[src/rtl/button_gesture_classifier_macros.svh]
// ---------------------------------------------------------------------------
// Assertion macros for the button gesture classifier
// Concurrent checks clocked on clk and held off while rst is high.
// ---------------------------------------------------------------------------
`ifndef BUTTON_GESTURE_CLASSIFIER_MACROS_SVH
`define BUTTON_GESTURE_CLASSIFIER_MACROS_SVH

// Same-cycle implication.
`define BGC_ASSERT_IMP(lbl, ante, cons) \
  lbl: assert property (@(posedge clk) disable iff (rst) (ante) |-> (cons)) \
    else $error("bgc: same-cycle check failed");

// Next-cycle implication.
`define BGC_ASSERT_NEXT(lbl, ante, cons) \
  lbl: assert property (@(posedge clk) disable iff (rst) (ante) |=> (cons)) \
    else $error("bgc: next-cycle check failed");

`endif

[src/rtl/bgc_pkg.sv]
// ---------------------------------------------------------------------------
// bgc_pkg
// Types and constants shared by the button gesture classifier modules.
// ---------------------------------------------------------------------------
package bgc_pkg;

  localparam int TDATA_IN_W  = 40;
  localparam int TDATA_OUT_W = 8;
  localparam int APB_ADDR_W  = 3;
  localparam int APB_DATA_W  = 32;

  // Operation codes carried on s_tuser.
  localparam logic OP_REPORT = 1'b0;
  localparam logic OP_TICK   = 1'b1;

  // Button levels.
  localparam logic LVL_PRESSED  = 1'b0;
  localparam logic LVL_RELEASED = 1'b1;

  // Register index, taken from paddr[2].
  localparam logic REG_LONG_PRESS = 1'b0;
  localparam logic REG_CLICK_GAP  = 1'b1;

  localparam logic [15:0] LONG_PRESS_RESET = 16'd250;
  localparam logic [15:0] CLICK_GAP_RESET  = 16'd150;

  // Gesture codes.
  localparam logic [1:0] G_CLICK   = 2'd0;
  localparam logic [1:0] G_DOUBLE  = 2'd1;
  localparam logic [1:0] G_LONG    = 2'd2;
  localparam logic [1:0] G_LONGREL = 2'd3;

  typedef enum logic [6:0] {
    ST_IDLE        = 7'b0000001,
    ST_FIRST_DOWN  = 7'b0000010,
    ST_FIRST_UP    = 7'b0000100,
    ST_SECOND_DOWN = 7'b0001000,
    ST_SECOND_UP   = 7'b0010000,
    ST_LONG_PRESS  = 7'b0100000,
    ST_RELEASE     = 7'b1000000
  } gesture_state_t;

  typedef struct packed {
    gesture_state_t gesture_state;
    logic           last_level;
    logic [31:0]    press_stamp;
    logic [31:0]    release_stamp;
  } bgc_state_t;

  typedef struct packed {
    logic       emit;
    logic [1:0] gesture;
  } bgc_result_t;

endpackage

[src/rtl/bgc_core.sv]
// ---------------------------------------------------------------------------
// bgc_core
// Next-state and gesture logic for one accepted report or poll tick.
// ---------------------------------------------------------------------------
module bgc_core (
  input  bgc_pkg::bgc_state_t  cur,
  input  logic                 operation,
  input  logic                 level,
  input  logic [31:0]          now_ms,
  input  logic [15:0]          long_press_ms,
  input  logic [15:0]          click_gap_ms,
  output bgc_pkg::bgc_state_t  nxt,
  output bgc_pkg::bgc_result_t res
);
  import bgc_pkg::*;

  logic [31:0] held_ms;
  logic [31:0] gap_ms;
  logic        long_hit;
  logic        gap_hit;

  // Elapsed times wrap modulo 2^32 with the timestamp.
  assign held_ms  = now_ms - cur.press_stamp;
  assign gap_ms   = now_ms - cur.release_stamp;
  assign long_hit = held_ms > {16'd0, long_press_ms};
  assign gap_hit  = gap_ms > {16'd0, click_gap_ms};

  always_comb begin
    nxt         = cur;
    res.emit    = 1'b0;
    res.gesture = G_CLICK;
    if (operation == OP_REPORT) begin
      if (level != cur.last_level) begin
        nxt.last_level = level;
        if (level == LVL_RELEASED) begin
          nxt.release_stamp = now_ms;
          case (cur.gesture_state)
            ST_FIRST_DOWN:  nxt.gesture_state = ST_FIRST_UP;
            ST_SECOND_DOWN: nxt.gesture_state = ST_SECOND_UP;
            ST_LONG_PRESS:  nxt.gesture_state = ST_RELEASE;
            default: ;
          endcase
        end else begin
          nxt.press_stamp = now_ms;
          case (cur.gesture_state)
            ST_IDLE:     nxt.gesture_state = ST_FIRST_DOWN;
            ST_FIRST_UP: nxt.gesture_state = ST_SECOND_DOWN;
            default: ;
          endcase
        end
      end
    end else begin
      case (cur.gesture_state)
        ST_FIRST_DOWN, ST_SECOND_DOWN: begin
          if (long_hit) begin
            nxt.gesture_state = ST_LONG_PRESS;
            res.emit          = 1'b1;
            res.gesture       = G_LONG;
          end
        end
        ST_FIRST_UP: begin
          if (gap_hit) begin
            nxt.gesture_state = ST_IDLE;
            res.emit          = 1'b1;
            res.gesture       = G_CLICK;
          end
        end
        ST_SECOND_UP: begin
          nxt.gesture_state = ST_IDLE;
          res.emit          = 1'b1;
          res.gesture       = G_DOUBLE;
        end
        ST_RELEASE: begin
          nxt.gesture_state = ST_IDLE;
          res.emit          = 1'b1;
          res.gesture       = G_LONGREL;
        end
        default: ;
      endcase
    end
  end

endmodule

[src/rtl/button_gesture_classifier.sv]
// ---------------------------------------------------------------------------
// button_gesture_classifier
// Turns button level reports and poll ticks into click, double click,
// long press and long press release gestures.
// ---------------------------------------------------------------------------
//  Channel   Direction  Contents
//  s_*       in         tuser: operation; tdata: level, now_ms
//  m_*       out        tdata: gesture
//  APB       in/out     long_press_ms at 0x0, click_gap_ms at 0x4
//
// One request is taken per clock while s_tready is high; its gesture, if any,
// shows on m_* the following cycle from the result register.
// The state and stamp registers update in the same edge that takes the
// request, so the next request sees them at once.
// A waiting gesture stalls input only while m_tready is low.
// rst is synchronous and restores the state and both thresholds.
// ---------------------------------------------------------------------------
`include "button_gesture_classifier_macros.svh"

module button_gesture_classifier (
  input  logic                               clk,
  input  logic                               rst,
  // s_tdata: [0] level, [32:1] now_ms, [39:33] zero
  input  logic                               s_tvalid,
  output logic                               s_tready,
  input  logic [bgc_pkg::TDATA_IN_W-1:0]     s_tdata,
  // s_tuser: [0] operation
  input  logic                               s_tuser,
  // m_tdata: [1:0] gesture, [7:2] zero
  output logic                               m_tvalid,
  input  logic                               m_tready,
  output logic [bgc_pkg::TDATA_OUT_W-1:0]    m_tdata,
  input  logic                               psel,
  input  logic                               penable,
  input  logic                               pwrite,
  input  logic [bgc_pkg::APB_ADDR_W-1:0]     paddr,
  input  logic [bgc_pkg::APB_DATA_W-1:0]     pwdata,
  output logic [bgc_pkg::APB_DATA_W-1:0]     prdata,
  output logic                               pready
);
  import bgc_pkg::*;

  bgc_state_t  state;
  bgc_state_t  state_next;
  bgc_result_t res;
  logic [15:0] long_press_ms;
  logic [15:0] click_gap_ms;
  logic [1:0]  gesture;
  logic        s_accept;
  logic        cfg_write;

  assign pready    = 1'b1;
  assign cfg_write = psel & penable & pwrite & pready;
  assign prdata    = (paddr[2] == REG_CLICK_GAP) ? {16'd0, click_gap_ms}
                                                 : {16'd0, long_press_ms};

  always_ff @(posedge clk) begin
    if (rst) begin
      long_press_ms <= LONG_PRESS_RESET;
      click_gap_ms  <= CLICK_GAP_RESET;
    end else if (cfg_write) begin
      if (paddr[2] == REG_LONG_PRESS) begin
        long_press_ms <= pwdata[15:0];
      end else begin
        click_gap_ms <= pwdata[15:0];
      end
    end
  end

  assign s_tready = !m_tvalid || m_tready;
  assign s_accept = s_tvalid && s_tready;

  bgc_core u_core (
    .cur           (state),
    .operation     (s_tuser),
    .level         (s_tdata[0]),
    .now_ms        (s_tdata[32:1]),
    .long_press_ms (long_press_ms),
    .click_gap_ms  (click_gap_ms),
    .nxt           (state_next),
    .res           (res)
  );

  always_ff @(posedge clk) begin
    if (rst) begin
      state.gesture_state <= ST_IDLE;
      state.last_level    <= LVL_RELEASED;
      state.press_stamp   <= 32'd0;
      state.release_stamp <= 32'd0;
    end else if (s_accept) begin
      state <= state_next;
    end
  end

  always_ff @(posedge clk) begin
    if (rst) begin
      m_tvalid <= 1'b0;
    end else if (s_tready) begin
      m_tvalid <= s_accept && res.emit;
    end
  end

  always_ff @(posedge clk) begin
    if (s_accept && res.emit) begin
      gesture <= res.gesture;
    end
  end

  assign m_tdata = {{(TDATA_OUT_W - 2){1'b0}}, gesture};

  `BGC_ASSERT_IMP(a_ready_when_empty, !m_tvalid, s_tready)
  `BGC_ASSERT_NEXT(a_report_no_gesture, s_accept && s_tuser == OP_REPORT, !m_tvalid)
  `BGC_ASSERT_NEXT(a_double_click,
    s_accept && s_tuser == OP_TICK && state.gesture_state == ST_SECOND_UP,
    m_tvalid && gesture == G_DOUBLE && state.gesture_state == ST_IDLE)
  `BGC_ASSERT_NEXT(a_repeat_level_ignored,
    s_accept && s_tuser == OP_REPORT && s_tdata[0] == state.last_level,
    $stable(state))

endmodule

[config.mk]
export PLATFORM = sky130hd
export DESIGN_NAME = button_gesture_classifier
export DESIGN_NICKNAME = d
export VERILOG_FILES = /design/src/rtl/bgc_pkg.sv /design/src/rtl/bgc_core.sv /design/src/rtl/button_gesture_classifier.sv
export VERILOG_INCLUDE_DIRS = /design/src /design/src/rtl
export SDC_FILE = /design/constraint.sdc
export NUM_CORES = 1
export LEC_CHECK = 0
export ABC_AREA = 1
export BUFFER_PORTS_ARGS = -buffer_cell sky130_fd_sc_hd__buf_2
export CAP_MARGIN = 25
export CORE_UTILIZATION = 54
export CTS_CLUSTER_SIZE = 24
export DETAILED_ROUTE_END_ITERATION = 12
export HOLD_SLACK_MARGIN = 0.08
export PLACE_DENSITY = 0.74
export RECOVER_POWER = 25
export SYNTH_ARGS = -nofsm -noshare
export SYNTH_HDL_FRONTEND = slang
export SYNTH_SLANG_ARGS = --single-unit
[constraint.sdc]
create_clock -name clk -period 3.25 [get_ports clk]
set_input_delay 0.65 -clock clk [delete_from_list [all_inputs] [get_ports clk]]
set_output_delay 0.65 -clock clk [all_outputs]
set_load 0.005 [all_outputs]
=== After elaboration in Yosys (flattened, before gate mapping) ===
Cells that the tools add are included.

* Output and inout bits: 43
* Flip-flop bits (word level): 107
* Logic and storage cells: 58
* Bits of input ports: 83

* Bitwise operators: 5
* Add/subtract/negate cells: 2
* Eq/ne operators: 12
* Reductions and logical operators: 14
* $lt $le $gt $ge: 2
* Mux-type cells: 15

{| class="wikitable"
|+ Operator list
! kind !! count
|-
| 2-to-1 mux 72 bit || 1
|-
| greater-than comparator 32 x 16 -> 1 bit || 2
|-
| 2-to-1 mux 32 bit || 2
|-
| subtractor 32 bit || 2
|-
| one-hot mux 7 bit (3 select lines) || 2
|-
| 2-to-1 mux 7 bit || 4
|-
| 2-to-1 mux 16 bit || 1
|-
| one-hot mux 7 bit (2 select lines) || 1
|-
| one-hot mux 3 bit (4 select lines) || 1
|-
| 2-to-1 mux 3 bit || 3
|-
| AND reduction 4 bit || 2
|-
| == test 7 x 1 -> 1 bit, second input constant || 1
|-
| == test 7 x 2 -> 1 bit, second input constant || 1
|-
| == test 7 x 3 -> 1 bit, second input constant || 1
|-
| == test 7 x 4 -> 1 bit, second input constant || 1
|-
| == test 7 x 5 -> 1 bit, second input constant || 1
|-
| == test 7 x 6 -> 1 bit, second input constant || 1
|-
| == test 7 bit, second input constant || 1
|-
| AND reduction 7 bit || 1
|-
| inequality test 3 x 2 -> 1 bit, second input constant || 2
|-
| inequality test 5 x 1 -> 1 bit, second input constant || 1
|-
| inequality test 4 x 2 -> 1 bit, second input constant || 1
|-
| AND reduction 2 bit || 2
|-
| nonzero test 4 bit || 1
|-
| other kinds (9) || 14
|}

=== Depth between registers and ports, before layout ===
Gate-level depths: netlist of the first run.

* Word-level depth: 6
* Mapped depth: 29
* Mapped depth without buffers: 28

=== Cells and area by module ===
A second synthesis of the first run with hierarchy kept.

* Cells, all modules: 2,020
* Area total of the unflattened synthesis: 11,232.0 µm²

{| class="wikitable"
|+ Modules (own cells, without submodules)
! module !! times used !! area an instance (µm²) !! sequential area each (µm²) !! cells each
|-
| bgc_core || 1 || 6,956.7 || 0.0 || 1,438
|-
| button_gesture_classifier || 1 || 4,275.4 || 2,162.1 || 582
|}

=== Worst setup path after synthesis of the first run ===
Ideal clock, no wire load.

* Path kind: input port to flip-flop
* Start point: in s_tdata[1] (netlist name)
* End point: reg state[66] (netlist name)
* Path buffers: 1
* Slack: -155 ps
* Stages on the path: 25
* Library setup time: 114 ps
* Required time: 3,136 ps
* Data arrival time: 3,290 ps
* Cells stage by stage: inv_1 -> ha_1 -> fa_1 -> inv_1 -> nand2_1 -> nand2_1 -> and2_1 -> nand3_1 -> nand2_1 -> xor2_1 -> ha_1 -> nand4_1 -> nor2_1 -> nand3_1 -> nand2_1 -> nand3_1 -> nor2_1 -> nand2_1 -> nor2_1 -> nand3_2 -> nand3_2 -> buf_6 -> nand2_2 -> nand2_1 -> nor2_2

* Cells in the longest elaborated chain, start to end: 4
* Elaborated cells on any way between the ends: 7
* Classes of those cells: add/sub: 2; order compare: 2; eq/ne: 2; reduce/logical: 1

{| class="wikitable"
|+ Ends and longest elaborated chain
! item !! line !! source
|-
| start, declared || button_gesture_classifier.sv:26 || <nowiki>input logic [bgc_pkg::TDATA_IN_W-1:0] s_tdata,</nowiki>
|-
| subtractor 32 bit, on equally long branches || bgc_core.sv:24, bgc_core.sv:23 ||
|-
| greater-than comparator 32 x 16 -> 1 bit, on equally long branches || bgc_core.sv:26, bgc_core.sv:25 ||
|-
| inequality test 3 x 2 -> 1 bit (no line) || -- ||
|-
| AND reduction 7 bit (no line) (*) || -- ||
|-
| end signal, assigned || button_gesture_classifier.sv:91 || <nowiki>state <= state_next;</nowiki>
|-
| end, declared || button_gesture_classifier.sv:43 || <nowiki>bgc_state_t state;</nowiki>
|}

Mark *: on every way between the ends. The rest lies on a longest branch, timed or not.
A chain may end at the register's enable or synchronous reset.

=== Worst setup path after layout of the first run ===
* Start point: in s_tdata[3] (netlist name)
* End point: reg gesture[0] (enable)

* Cells in the longest elaborated chain, start to end: 6
* Elaborated cells on any way between the ends: 9
* Classes of those cells: add/sub: 2; order compare: 2; mux: 4; reduce/logical: 1

{| class="wikitable"
|+ Ends and longest elaborated chain
! item !! line !! source
|-
| subtractor 32 bit, on equally long branches || bgc_core.sv:24, bgc_core.sv:23 ||
|-
| greater-than comparator 32 x 16 -> 1 bit, on equally long branches || bgc_core.sv:26, bgc_core.sv:25 ||
|-
| 2-to-1 mux 3 bit, on equally long branches || bgc_core.sv:62, bgc_core.sv:55 ||
|-
| one-hot mux 3 bit (4 select lines) (*) || bgc_core.sv:53 || <nowiki>case (cur.gesture_state)</nowiki>
|-
| 2-to-1 mux 3 bit (*) || bgc_core.sv:32 || <nowiki>if (operation == OP_REPORT) begin</nowiki>
|-
| logical AND 1 bit (*) || button_gesture_classifier.sv:104 || <nowiki>if (s_accept && res.emit) begin</nowiki>
|-
| end signal, assigned || button_gesture_classifier.sv:105 || <nowiki>gesture <= res.gesture;</nowiki>
|-
| end, declared || button_gesture_classifier.sv:48 || <nowiki>logic [1:0] gesture;</nowiki>
|}

Marked as above.

==> results of run 1 <==
worst max-delay path: cells and delay by family:
kind	cells	cell delay, ns
buf+inv	4	0.37
fa+ha+maj	2	0.61
xor+xnor	1	0.15
simple gates	19	1.79
synth_stat cells, types with 13 or more instances:
| master | count | area [um^2] |
|---|---|---|
| a21oi_1 | 148 | 741 |
| buf_4 | 23 | 173 |
| clkbuf_1 | 29 | 109 |
| dfxtp_1 | 105 | 2100 |
| ha_1 | 94 | 1180 |
| inv_1 | 335 | 1260 |
| inv_2 | 13 | 48.8 |
| nand2_1 | 507 | 1900 |
| nand2_2 | 18 | 113 |
| nand3_1 | 65 | 325 |
| nand4_1 | 13 | 81.3 |
| nor2_1 | 131 | 492 |
| nor2_2 | 16 | 100 |
| o21ai_0 | 122 | 611 |
| xor2_1 | 26 | 228 |
power by group:
part	switching, mW	internal [mW]	total, mW
logic	1.02	0.736	1.75
registers	0.0202	1.36	1.38
clock network	0.565	0.685	1.25
total	1.60	2.78	4.38
worst min path at each step:
stage	endpoint
global placement	state[39]
detailed placement	state[55]
CTS	state[26]
finish	state[18]
global route	state[26]
floorplan	state[10]
per-stage QoR:
stage	hold WS, ns	cell area (um^2)	TNS [ns]	instances	util [%]
after floorplan	0.433	10200	0	1736	-
after global placement	0.441	11700	-6.71	2125	64.5
after detailed placement	0.449	11700	-7.01	2125	64.5
after CTS	0.460	12700	-0.0833	2162	70.0
after global routing	0.476	13000	-3.82	2172	71.7
final	0.458	13000	-1.80	2172	71.7
logic make-up (layout without fill, tap and decap cells):
group / count (synthesis) / count (layout) / synth area share (%)
AND/OR/NAND/NOR: 791 / 792 / 33.0
adder cells (fa/ha/maj): 96 / 96 / 12.1
XOR/XNOR: 30 / 30 / 2.61
other: 2 / 23 / 0.0747
buffers and inverters: 403 / 609 / 16.0
flip-flops: 107 / 107 / 21.5
AO/OA/AOI/OAI: 286 / 286 / 14.7
area by class of cell:
type / count / area share [%]
inverters: 349 / 10.2
flip-flops and latches: 107 / 16.7
multi-input cells: 1227 / 55.0
well taps: 229 / 2.21
clock inverters: 6 / 0.753
clock buffers: 9 / 1.74
repair buffers: 245 / 13.5
routing by layer:
layer  global-route usage [%]  wire length [um]  vias to the layer above
met2                     53.9             14900                      368
met1                     43.6             14500                     5118
met5                        0                13                        -
met3                     4.61              2050                       52
met4                     9.11               609                        2
li1                         -                 -                     5722
placed cells by master, fill, tap and decap left out, types with 3 or more instances in the layout:
master	instances
nand4_1	13
nor2_1	115
nand2_2	59
xor2_1	19
o21ai_0	118
buf_4	161
buf_2	64
nor3_4	3
nor2_2	29
inv_2	28
nand2_1	456
clkbuf_16	9
ha_1	65
ha_4	29
a21oi_2	11
buf_6	13
nand2_4	10
clkbuf_1	3
a21oi_1	138
nand3_2	11
conb_1	23
nor3_2	3
nand3b_1	6
inv_6	3
nand3_1	58
o21ai_1	4
inv_1	318
nor3_1	11
and2_1	7
xnor2_1	4
xor2_2	7
buf_8	3
nor2_4	4
o21bai_1	7
dfxtp_1	105
repair_timing:
action,CTS,global route
endpoints found under the setup margin,11,11
setup buffers,23,9
cloned,0,1
gates resized for setup,97,83
pin swaps,51,68
sequential cells by signal (all words and copies together), names as in the netlist:
register,count
state,72
long_press_ms,16
gesture,2
click_gap_ms,16
m_tvalid,1
==> flow_summary.yaml, run 1 <==
outcome:
  status: "complete, but fails checks"
  failed_checks: "setup timing"
worst_setup_path:
  reg2reg_to: "gesture[0]"
  worstPathRequired_ns: 3.39
  cp_max_fo: 6
  rr_worst_depth: 24
  critPathMaxStageDelay_ns: 0.34
  rr_startpoint: "state[32]"
  endpoint: "gesture[0]"
  crit_slowest_cell: "ha_1"
  startpoint: "s_tdata[3]"
  end_kind: "register"
  critPathKind: "input port to register"
  cp_common_cell: "nand2_2"
  rrSetupSlack_ns: -0.12
  cp-start-kind: "input port"
  crit_arrival_ns: 3.59
cts:
  clock-sinks: 107
  h-tree-depth: 3
  cts_root_buffer: "clkbuf_16"
  numCtsBuffers: 9
  cts_hold_buf: 0
  path_clk_slew_ns: 0.07
  cts_tree: "built"
  clockBufferDepth: 2
  insertion_delay_ns: 0.37
global_routing:
  grt_overflow: 0
  antenna_found_initial: 2
  grt_first_pass_wirelength_um: 49300
  grt_start_max_net_pins: 63
  grt.total_usage_pct: 32.4
  first_global_vias: 10300
yosys:
  synth.avg_cell_area_um2: 5.86
  synth_edf_count: 2
  synth_cell_types: 41
  ys_ff_latch: 107
  synth_flop_cell: "dfxtp_1"
  yosys_warnings: 0
  async_flop_share_pct: 0
  seq_area_frac_synth_pct: 21.5
  syn_inst: 1715
  syn-cell-area_mm2: 0.0100
sta:
  tightest_slew_ns: 0.624
  maxSlewHeadroom_pct: 58.3
  clock_skew_ns: 0.00696
  period_needed_ns: 3.45
  fmax_ghz: 0.290
  rsz0062_at_grt: "yes"
  setup_viol: 11
  setup_ws_ns: -0.202
  period_share_pct: 106
  hold_violations: 0
  slew_violations: 0
floorplan:
  core_mm2: 0.0181
  die_x_um: 138
  initial_core_util_pct: 55.6
  die_h_um: 138
  rows: 49
  pin_count: 126
  dieArea_mm2: 0.0192
route:
  firstDrtPassIters: 5
  antenna_left: 0
  drc: 0
  viasPerCell: 5.19
  vias: 11300
  drt-initial-drc-count: 937
  wire_per_inst_um: 14.7
  wl_um: 32000
layout:
  multi_input_area_mm2: 0.00713
  fin_nets: 2118
  diodes: 0
  regArea_mm2: 0.00216
  syn2layout_area_growth_pct: 29.0
  fillers: 1550
  layout-drive-gt1-share_pct: 23.7
job:
  maxCapViolCount: 0
placement:
  port_buffers: 77
  dp_slack_ns: -0.679
  place_congestion: 0.979
  dp_hpwl_um: 24100
power_and_ir_drop:
  ir_drop_mv: 0.275
  power_leakage_nw: 6.85
  powerDensity_mw_per_mm2: 338
  power_mw: 4.38
min_path:
  hold_path_depth: 2
  min_from: "state[18]"
  min_path_type: "register to register"
Power figures use the tool's default switching activity.
==> inputs of run 2 (changes only) <==
--- a/config.mk
+++ b/config.mk
@@ -14,6 +14,7 @@
 export DETAILED_ROUTE_END_ITERATION = 12
 export HOLD_SLACK_MARGIN = 0.08
-export PLACE_DENSITY = 0.74
+export PLACE_DENSITY = 0.71
 export RECOVER_POWER = 25
+export SKIP_LAST_GASP = 1
 export SYNTH_ARGS = -nofsm -noshare
 export SYNTH_HDL_FRONTEND = slang
==> constraint.sdc (replaced) <==
create_clock -name clk -period 3.32 [get_ports clk]
set_input_delay 0.664 -clock clk [delete_from_list [all_inputs] [get_ports clk]]
set_output_delay 0.664 -clock clk [all_outputs]
set_load 0.05 [all_outputs]
==> run 2 against run 1 <==
  * The run ends with DRC, setup timing left
  * Register-to-register slack better by 0.06 ns
  * Cell count is 0.69% higher
  * Combinational power is 6% higher
  * Cell area is 1.9% higher
  * Global-route usage is 1.3 points higher
  * First-iteration DRC count is 1.4% lower
  * Die area stayed put
  * Sequential share of layout area is 0.31 points lower
  * Highest routed layer is now met4
==> flow_summary.yaml, run 2 (same netlist as run 1, synthesis figures left out) <==
layout:
  layout_commonest_cell: "nand2_1"
  diodes: 0
  final_cell_mix: "456 x nand2_1, 323 x inv_1, 162 x buf_4"
  top_regs: "state: 72 flops, click_gap_ms: 16 flops, long_press_ms: 16 flops"
  final_cell_area_mm2: 0.0132
  final_util_pct: 73.1
  layout-drive-gt1-share_pct: 23.8
  syn2layout_area_growth_pct: 31.5
  largest_reg_flops: 72
  fillers: 1540
  top_register: "state"
  fin_nets: 2132
floorplan:
  die_h_um: 138
  core_mm2: 0.0181
  pin_count: 126
  initial_core_util_pct: 55.6
  die_x_um: 138
  rows: 49
  dieArea_mm2: 0.0192
worst_setup_path:
  cp_max_fo: 4
  startpoint: "s_tdata[12]"
  rr_startpoint: "state[32]"
  worstPathRequired_ns: 3.46
  cp-start-kind: "input port"
  end_kind: "register"
  crit_slowest_cell: "ha_4"
  critPathMaxStageDelay_ns: 0.28
  critPathKind: "input port to register"
  crit_arrival_ns: 3.64
  crit_chain: "buf_2, buf_4, ha_4, nand2_4, inv_1, nand2_1, nand2_1, a21oi_2, nand2_2, xor2_2, ha_4, nand4_1, nor2_2, nand3_2, nand2_2, nand3_2, nor2_1, nand2_1, nor2_4, nand2_1, nand2_2, nand3_2, nand2_2, inv_2"
power_and_ir_drop:
  powerDensity_mw_per_mm2: 327
  power_leakage_nw: 6.95
  ir_drop_mv: 0.287
  power_mw: 4.33
global_routing:
  grt_first_pass_wirelength_um: 51400
  grt_start_max_net_pins: 63
  grt_overflow: 0
  first_global_vias: 10400
  antenna_found_initial: 0
  grt.total_usage_pct: 33.7
route:
  firstDrtPassIters: 9
  drc: 2
  viasPerCell: 5.29
  wire_per_inst_um: 15.5
  antenna_left: 0
  wl_um: 33900
  vias: 11600
  drt-initial-drc-count: 924
cts:
  insertion_delay_ns: 0.36
  clockBufferDepth: 2
  clock-sinks: 107
  h-tree-depth: 3
  cts_hold_buf: 0
  numCtsBuffers: 9
  path_clk_slew_ns: 0.07
  cts_tree: "built"
  cts_root_buffer: "clkbuf_16"
sta:
  rsz0062_at_grt: "yes"
  slew_violations: 0
  hold_violations: 0
  tightest_slew_ns: 1.26
  fmax_ghz: 0.285
  setup_tns_ns: -1.62
  clock_skew_ns: 0.0115
  period_needed_ns: 3.50
  fin_hold_ws_ns: 0.457
  maxSlewHeadroom_pct: 16.2
  period_share_pct: 106
  setup_viol: 11
  setup_ws_ns: -0.184
job:
  maxCapViolCount: 0
placement:
  dp_hpwl_um: 24800
  placed_area_mm2: 0.0116
  port_buffers: 77
  place_congestion: 0.975
outcome:
  status: "complete, but fails checks"
  failed_checks: "DRC, setup timing"
min_path:
  min_from: "state[48]"
  min_path_type: "register to register"
run 2: cell types whose count changed in the layout (fill, tap and decap cells not counted), sizes merged:
cell and delta:
buf +7, bufinv -2, clkbuf +10, clkinv +2
clkinvlp +1, inv -3
run 2: worst max-delay path: cells and delay by family:
kind / cells / cell delay (ns)
adders and majority gates: 2 / 0.56
buffers and inverters: 4 / 0.39
and+or+nand+nor: 16 / 1.69
AOI/OAI and AO/OA: 1 / 0.15
xor gates and xnor gates: 1 / 0.18
run 2: final timing paths:
check               end  slack [ns]  depth (start not counted)
max          gesture[0]       -0.18                         24
min           state[48]        0.46                          2
max reg2reg   state[69]       -0.06                         23
min reg2reg   state[48]        0.46                          2
run 2: per-layer routing:
metal	share of wire (%)	vias up	GRT usage (%)
met5	0	-	0
met4	3.1	0	10.5
li1	-	5754	-
met2	45	426	55.2
met1	44	5325	46.1
met3	7.1	74	4.23
run 2: final cells by class:
| class | count | area [um^2] | area share (%) |
|---|---|---|---|
| multi-input combinational | 1227 | 7260 | 55.0 |
| sequential | 107 | 2160 | 16.4 |
| timing repair buffer | 259 | 1880 | 14.3 |
| inverter | 349 | 1320 | 9.99 |
| tap | 229 | 287 | 2.17 |
| clock buffer | 12 | 267 | 2.02 |
| clock inverter | 4 | 32.5 | 0.246 |
run 2: per-stage QoR:
step / setup slack, ns / std cells
final: -0.184 / 2187
after global routing: -0.277 / 2187
after CTS: -0.0629 / 2176
after detailed placement: -0.655 / 2133
after global placement: -0.599 / 2133
after floorplan: 0.00738 / 1736
run 2: power by group:
group / switching (mW) / total [mW] / internal, mW
combinational: 1.11 / 1.85 / 0.744
sequential: 0.0196 / 1.35 / 1.33
clock: 0.544 / 1.12 / 0.578
run 2: timing repair:
item | CTS | global route
gates cloned | 1 | 0
setup endpoints to repair | 11 | 11
buffers inserted | 26 | 11
gates resized for setup | 88 | 130
pin swaps | 49 | 71
==> inputs of run 3 (changes only) <==
CORE_UTILIZATION = 42   (was 54)
PLACE_DENSITY = 0.57   (was 0.71)
==> run 3 against run 2 <==
  * The run now ends clean
  * Sequential power is essentially flat
  * Worst setup slack gained 0.20 ns
  * Clock power is essentially flat
  * Sequential share of layout area shrank 0.33 points
  * Via count shrank 4.3%
  * Cell count grew 4.7%
  * Power grew 0.99%
==> flow_summary.yaml, run 3 (same netlist as run 1, synthesis figures left out) <==
outcome:
  status: "finished clean"
global_routing:
  grt_first_pass_wirelength_um: 50500
  first_global_vias: 10000
  grt_start_max_net_pins: 82
  grt.total_usage_pct: 26.8
  antenna_found_initial: 1
  grt_overflow: 0
worst_setup_path:
  crit_slowest_cell: "ha_1"
  critPathKind: "input port to register"
  crit_arrival_ns: 3.61
  crit_chain: "buf_6, buf_12, ha_4, nand2_4, inv_4, a21oi_4, inv_2, nor2_4, nand2_4, xor2_2, ha_1, nand4_1, nor2_2, nand3_2, nand2_2, nand3_2, nor2_2, nand2_1, nor2_2, nand3_2, buf_6, nand4_1, nand2_1, nor2_1"
  critPathMaxStageDelay_ns: 0.30
  end_kind: "register"
  worstPathRequired_ns: 3.62
  cp_max_fo: 4
  cp-start-kind: "input port"
route:
  viasPerCell: 4.84
  wl_um: 33100
  wire_per_inst_um: 14.4
  maxUsedRoutingLayer: "met4"
  wl_met2_um: 14900
  drt-initial-drc-count: 571
  firstDrtPassIters: 5
  met1_length_um: 16500
  dr_wl_met3_um: 1270
  antenna_left: 0
  vias: 11100
  drc: 0
cts:
  path_clk_slew_ns: 0.08
  clock-sinks: 107
  h-tree-depth: 3
  cts_root_buffer: "clkbuf_16"
  clockBufferDepth: 2
  cts_tree: "built"
  numCtsBuffers: 9
  insertion_delay_ns: 0.37
floorplan:
  pin_count: 126
  dieArea_mm2: 0.0246
  initial_core_util_pct: 42.8
  die_x_um: 157
  core_mm2: 0.0235
  rows: 56
  die_h_um: 157
placement:
  place_congestion: 0.925
  dp_hpwl_um: 25900
  dp_slack_ns: -0.663
  port_buffers: 77
sta:
  setup_ws_ns: 0.0120
  period_share_pct: 99.6
  period_needed_ns: 3.31
  fmax_ghz: 0.302
  rsz0062_at_grt: "yes"
  setup_viol: 0
  clock_skew_ns: 0.00717
  tightest_slew_ns: 1.34
  setup_tns_ns: 0
  fin_hold_ws_ns: 0.457
  maxSlewHeadroom_pct: 10.8
  hold_violations: 0
  slew_violations: 0
layout:
  final_cell_mix: "437 x nand2_1, 313 x inv_1, 176 x buf_4"
  fin_nets: 2144
  top_regs: "state: 72 flops, click_gap_ms: 16 flops, long_press_ms: 16 flops"
  top_register: "state"
  layout_commonest_cell: "nand2_1"
  layout-drive-gt1-share_pct: 26.6
  diodes: 0
  largest_reg_flops: 72
  syn2layout_area_growth_pct: 34.4
power_and_ir_drop:
  power_leakage_nw: 7.01
  ir_drop_mv: 0.188
  power_mw: 4.37
  powerDensity_mw_per_mm2: 323
job:
  maxCapViolCount: 0
min_path:
  min_path_type: "register to register"
run 3: path summary, 6_finish.rpt:
kind                     from         to  slack (ns)  depth (start not counted)
hold / removal      state[18]  state[18]        0.46                          2
setup / recovery  s_tdata[13]  state[69]        0.01                         24
setup reg to reg    state[13]  state[69]        0.08                         24
hold reg to reg     state[18]  state[18]        0.46                          2
run 3: metrics by stage:
stage / cells / util, % / cell area (um^2)
4_1_cts: 2278 / 55.7 / 13100
5_1_grt: 2289 / 57.6 / 13500
3_5_place_dp: 2221 / 50.0 / 11700
6_report: 2289 / 57.6 / 13500
2_1_floorplan: 1736 / - / 10100
3_3_place_gp: 2221 / 50.0 / 11700
run 3: per-layer routing:
layer / track usage, % / vias to the layer above
met5: 0 / -
met4: 5.37 / 0
met3: 2.55 / 30
met2: 43.5 / 177
met1: 38.3 / 5110
li1: - / 5767
run 3: critical path: cells and delay by family:
kind	cells	cell delay, ns
AND/OR/NAND/NOR	15	1.55
AO/OA/AOI/OAI	1	0.16
XOR/XNOR	1	0.15
adder cells (fa/ha/maj)	2	0.57
buffers and inverters	5	0.50
run 3: cell type report:
type / instances / area, um^2
Clock buffer: 10 / 229
Clock inverter: 6 / 56.3
Fill cell: 2362 / 9960
Inverter: 349 / 1320
Multi-Input combinational cell: 1227 / 7350
Sequential cell: 107 / 2170
Tap cell: 319 / 399
Timing Repair Buffer: 271 / 2000
run 3: power breakdown:
group	internal (mW)	switching (mW)	total [mW]
logic	0.784	1.11	1.89
registers	1.33	0.0191	1.35
clock network	0.529	0.594	1.12
total	2.65	1.72	4.37
run 3: repair_timing:
action,CTS,global route
cloned,0,1
pin swaps,80,91
setup buffers,41,10
hold endpoints to repair,0,0
resized for setup,153,107
setup endpoints to repair,11,11
hold buffers,0,0
